## config.mk

```make
export PLATFORM = sky130hd
export DESIGN_NAME = lfra_cell
export DESIGN_NICKNAME = d
export VERILOG_FILES = /design/src/rtl/core/lowest_free_room_assigner_core_defines.svh /design/src/rtl/core/lfra_pkg.sv /design/src/rtl/core/lfra_cell.sv
export SDC_FILE = /design/constraint.sdc
export NUM_CORES = 1
export LEC_CHECK = 0
export ABC_CLOCK_PERIOD_IN_PS = 2330
export BUFFER_PORTS_ARGS = -buffer_cell sky130_fd_sc_hd__buf_4
export CAP_MARGIN = 0
export CORE_ASPECT_RATIO = 1.1
export CORE_MARGIN = 2
export CORE_UTILIZATION = 25
export CTS_CLUSTER_SIZE = 12
export DETAILED_ROUTE_END_ITERATION = 6
export SETUP_SLACK_MARGIN = 0.05
export SLEW_MARGIN = 20
export SYNTH_ARGS = -nofsm -noshare
export SYNTH_HDL_FRONTEND = slang
export SYNTH_SLANG_ARGS = --single-unit
```

## constraint.sdc

```tcl
create_clock -name clk_i -period 2.33 [get_ports clk_i]
set_input_delay 0 -clock clk_i [delete_from_list [all_inputs] [get_ports clk_i]]
set_output_delay 0 -clock clk_i [all_outputs]
set_load 0.01 [all_outputs]
```

## src/rtl/core/lowest_free_room_assigner_core_defines.svh

```systemverilog
// assertion macros for the core rtl top level
`ifndef LOWEST_FREE_ROOM_ASSIGNER_CORE_DEFINES_SVH
`define LOWEST_FREE_ROOM_ASSIGNER_CORE_DEFINES_SVH

// same-cycle property, checked outside reset
`define LFRA_ASSERT(lbl, prop, msg) \
  lbl: assert property (@(posedge clk_i) disable iff (!rst_ni) (prop)) else $error(msg);

// antecedent now, consequent in the next cycle
`define LFRA_ASSERT_NEXT(lbl, ante, cons, msg) \
  lbl: assert property (@(posedge clk_i) disable iff (!rst_ni) (ante) |=> (cons)) else $error(msg);

`endif

```

## src/rtl/core/lfra_pkg.sv

```systemverilog
// shared constants and types of the room assigner core
package lfra_pkg;

  localparam int MaxRes = 16;
  localparam int IdxW   = 4;
  localparam int CfgW   = 5;
  localparam int TimeW  = 48;
  localparam int CntW   = 16;
  localparam int StartW = 32;

  typedef enum logic {
    PASS_SEARCH = 1'b0,
    PASS_MOST   = 1'b1
  } pass_e;

  // record walking down the cell row
  typedef struct packed {
    logic             vld;
    pass_e            kind;
    logic             found;
    logic [IdxW-1:0]  pick;
    logic [IdxW-1:0]  best_idx;
    logic [TimeW-1:0] best_time;
    logic [IdxW-1:0]  most_idx;
    logic [CntW-1:0]  most_cnt;
  } rec_t;

  // broadcast update from the control to every cell
  typedef struct packed {
    logic             wr;
    logic [IdxW-1:0]  idx;
    logic [TimeW-1:0] fin;
    logic             clr;
  } upd_t;

endpackage

```

## src/rtl/core/lfra_cell.sv

```systemverilog
// one resource cell: free time, use count and one hop of the walking record
module lfra_cell (
  input  logic                        clk_i,
  input  logic                        rst_ni,
  input  logic [lfra_pkg::IdxW-1:0]   idx_i,
  input  logic                        active_i,
  input  logic [lfra_pkg::StartW-1:0] start_i,
  input  lfra_pkg::upd_t              upd_i,
  input  lfra_pkg::rec_t              rec_i,
  output lfra_pkg::rec_t              rec_o
);
  import lfra_pkg::*;

  logic [TimeW-1:0] free_q;
  logic [CntW-1:0]  cnt_q;
  rec_t             rec_d, rec_q;

  always_comb begin
    rec_d = rec_i;
    if (rec_i.vld && active_i) begin
      if (rec_i.kind == PASS_SEARCH) begin
        if (!rec_i.found) begin
          if (free_q <= TimeW'(start_i)) begin
            rec_d.found = 1'b1;
            rec_d.pick  = idx_i;
          end else if (free_q < rec_i.best_time) begin
            rec_d.best_idx  = idx_i;
            rec_d.best_time = free_q;
          end
        end
      end else begin
        if (cnt_q > rec_i.most_cnt) begin
          rec_d.most_idx = idx_i;
          rec_d.most_cnt = cnt_q;
        end
      end
    end
  end

  always_ff @(posedge clk_i or negedge rst_ni) begin
    if (!rst_ni) begin
      free_q <= '0;
      cnt_q  <= '0;
      rec_q  <= '0;
    end else begin
      rec_q <= rec_d;
      if (upd_i.clr) begin
        free_q <= '0;
        cnt_q  <= '0;
      end else if (upd_i.wr && (upd_i.idx == idx_i)) begin
        free_q <= upd_i.fin;
        // saturating use count
        if (cnt_q != '1) begin
          cnt_q <= cnt_q + 1'b1;
        end
      end
    end
  end

  assign rec_o = rec_q;

endmodule
```

==> impl_metrics.csv <==
group,metric,value,unit
status,outcome,"complete, but fails checks",
status,violations,"setup timing",
grt,grt_max_degree,51,
pwr,p_leak,6.960,nW
worst_setup_path,critPathRequiredTime,2640,ps
sta,fmax,361.3,MHz
grt,grt_first_pass_wirelength,44.16,mm
cts,cts_buffer_depth,2,
worst_setup_path,regToRegEndpoint,"rec_o[42]",
grt,grt_util_met1,20.05,%
worst_setup_path,ff2ff_path_depth,10,
floorplanning,die_h,192.7,um
worst_setup_path,slowest_stage,"dfrtp_2",
job,drv_cap,0,
route,first_iter_violations,274,
grt,track_usage,16.98,%
placement,portBuffers,250,
sta,setup_ws,-437.6,ps
sta,finalHoldViolCount,0,
synthesis,synth-main-ff-cell,"dfrtp_1",
synthesis,synth_top_area_share,44.22,%
worst_setup_path,cp-end-kind,"flip-flop",
sta,setup_violations,77,
worst_setup_path,crit_start,"free_q[29]",
pwr,p_int,5.039,mW
worst_setup_path,setup.worst_path.start_class,"flip-flop",
synthesis,yosys.cell_count.top_type,"dfrtp_1",
sta,finClkSkew,9.086,ps
sta,fin_crit_sh,118.8,%
cts,cts-buffers-inserted,17,
cts,cts-htree-levels,4,
layout,layout-drive-gt1-share,37.72,%
placement,post-place-cells,1539,
worst_setup_path,cp-endpoint,"rec_o[42]",
route,wirelength,29.30,mm
synthesis,synth_cell_type_count,46,
synthesis,synthTopCellsByCount,"143 x dfrtp_1, 115 x nand2_1, 99 x inv_1",
cts,cts.clk_slew.worst_paths,60,ps
cts,cts_tree,"built",
route,vias,7694,
route,ant_nets,0,
route,firstDrtPassIters,4,
synthesis,netlist.top_cell.by_area,"dfrtp_1",
synthesis,synth-seq-area-share,44.22,%
pwr,p_switching,1.683,mW
floorplanning,die_x,175.5,um
placement,hpwl,20.54,mm
synthesis,ys_async_sr_fraction,100.0,%
cts,cts.sinks,143,
floorplanning,die-area,0.03382,sq mm
synthesis,mappedNetlistArea,0.008092,sq mm
grt,overflow,0,
layout,syn_to_final_growth,70.17,%
min_path,hold_path.class,"in -> async",
sta,rsz0062_at_grt,"true",
pwr,p_clk_share,43.0,%
worst_setup_path,r2r-start,"free_q[29]",
synthesis,syn_nets,1073,
synthesis,avgSynthCellArea,10.05,sq um
route,drc,0,
cts,clockRootBuffer,"clkbuf_16",
placement,gp_congestion,0.8109,
worst_setup_path,r2r_slack,-440,ps
floorplanning,std_cell_rows,69,
pwr,vdd_drop_max,0.4108,mV
route,wl_per_cell,16.85,um
layout,final_cells,1739,
synthesis,synthTopCellsByArea,"dfrtp_1 44%, ha_1 15%, mux2_2 9.2%",
sta,slew_viol_final,0,
grt,antenna_found_initial,6,
synthesis,yosys_warnings,0,
sta,period_minus_slack,2768,ps
synthesis,ys_seq_elements,143,
sta,slew_headroom,59.24,%
layout,nets,1563,
floorplanning,start_util,25.19,%
worst_setup_path,slowest_delay,450,ps
floorplanning,ios,251,
pwr,pwr-share-comb,18.0,%
pwr,powerDensity,488.2,mW/mm^2
worst_setup_path,path_class,"reg -> reg",
worst_setup_path,crit_arrival,3080,ps
pwr,pwr-share-seq,39.0,%
worst_setup_path,cp_cell_sequence,"ha_4 > nand4_1 > nor3_2 > nand4b_1 > a31oi_1 > o21ai_2 > a211oi_4 > buf_6 > clkbuf_16 > mux2_2",
sta,tightest_slew,611.4,ps
synthesis,syn_inst,805,
grt,top_usage_layer,"met2",
worst_setup_path,crit_fanout,5,
route,viasPerCell,4.424,
grt,grtUsageMet2,29.69,%
pwr,p_sw_share,25.03,%
grt,grt_pass1_vias,8280,
synthesis,synth-edff-count,0,
floorplanning,core-area,0.03212,sq mm
cts,worstSkewPairLatency,420,ps
grt,grtUsageMet3,4.669,%
pwr,power,6.722,mW
==> critical path, delay by kind of cell (launching register included) <==
kind	cells	cell delay [ps]
AO/OA/AOI/OAI	3	580
adder cells (fa/ha/maj)	1	280
buffers and inverters	2	360
flip-flops	1	450
multiplexers	1	330
AND/OR/NAND/NOR	3	650
==> through the flow <==
step	setup TNS [ps]	util [%]	setup WS (ps)	hold WS [ps]	instance area (sq um)
after CTS	-26950	41.76	-455.8	91.16	13410
after detailed placement	-36870	34.83	-624.7	-12.45	11190
after floorplan	-8524	-	-164.3	-295.6	8220
after global routing	-34860	42.84	-547.3	132.9	13760
final	-26740	42.87	-437.6	92.94	13770
after global placement	-35190	34.83	-596.7	-12.74	11190
==> placed cells by master, fill, tap and decap left out, types with 11 or more instances in the layout <==
| master | count |
|---|---|
| nand4_1 | 24 |
| nor2_1 | 29 |
| o21ai_0 | 12 |
| clkbuf_16 | 20 |
| dfrtp_1 | 141 |
| nand2_1 | 114 |
| xor2_1 | 13 |
| mux2_4 | 42 |
| dlygate4sd3_1 | 141 |
| a21o_1 | 17 |
| nand3_1 | 11 |
| buf_4 | 337 |
| ha_1 | 91 |
| inv_1 | 99 |
| mux2_2 | 28 |
| a21oi_1 | 71 |
==> state kept, by name (all words and copies together), names as in the netlist <==
register  count
free_q       48
rec_o        79
cnt_q        16
==> logic make-up (layout without fill, tap and decap cells) <==
logic type,Yosys count,after routing,synth area share [%]
AOI/OAI and AO/OA,135,135,10.36
xor gates and xnor gates,18,18,1.948
adders and majority gates,96,96,14.84
buffers and inverters,126,628,6.340
DFF,143,143,44.22
muxes,76,76,10.56
other,0,6,0
and+or+nand+nor,211,211,11.72
==> timing repair <==
item	in CTS	in global routing
resized for setup	24	46
gates cloned	2	6
setup endpoints to repair	77	88
pin swaps	6	10
setup buffers	5	9
endpoints found under the hold margin	280	0
hold buffers	141	0
==> power groups by stage <==
stage	Sequential (mW)	Combinational [mW]	Clock [mW]
after floorplan	2.70	0.315	0
after global placement	2.67	0.940	0
after detailed placement	2.66	0.955	0
after CTS	2.62	1.17	2.96
after global routing	2.63	1.32	3.04
final	2.62	1.21	2.89
==> how the worst min path moves through the flow <==
| stage | start | endpoint | slack (ps) | depth (start not counted) |
|---|---|---|---|---|
| 6_report | rst_ni | rec_o[18] | 90 | 2 |
| 5_1_grt | rst_ni | rec_o[18] | 130 | 2 |
| 3_5_place_dp | rst_ni | rec_o[68] | -10 | 1 |
| 2_1_floorplan | rst_ni | cnt_q[0] | -300 | 0 |
| 4_1_cts | rst_ni | rec_o[18] | 90 | 2 |
| 3_3_place_gp | rst_ni | rec_o[68] | -10 | 1 |
==> final cells by class <==
cell class | instances | area (sq um)
fill | 3097 | 18350
antenna | 6 | 15.01
timing repair buffer | 498 | 4294
sequential | 143 | 3581
tap | 426 | 533.0
inverter | 99 | 371.6
multi-input combinational | 536 | 4368
clock inverter | 10 | 136.4
clock buffer | 21 | 470.5
==> layer usage <==
metal | up-vias | share of wire [%]
li1 | 3756 | -
met2 | 206 | 50
met4 | 4 | 2.4
met3 | 40 | 5.8
met5 | - | 0.11
met1 | 3688 | 42
(Power assumes the default switching activity.)
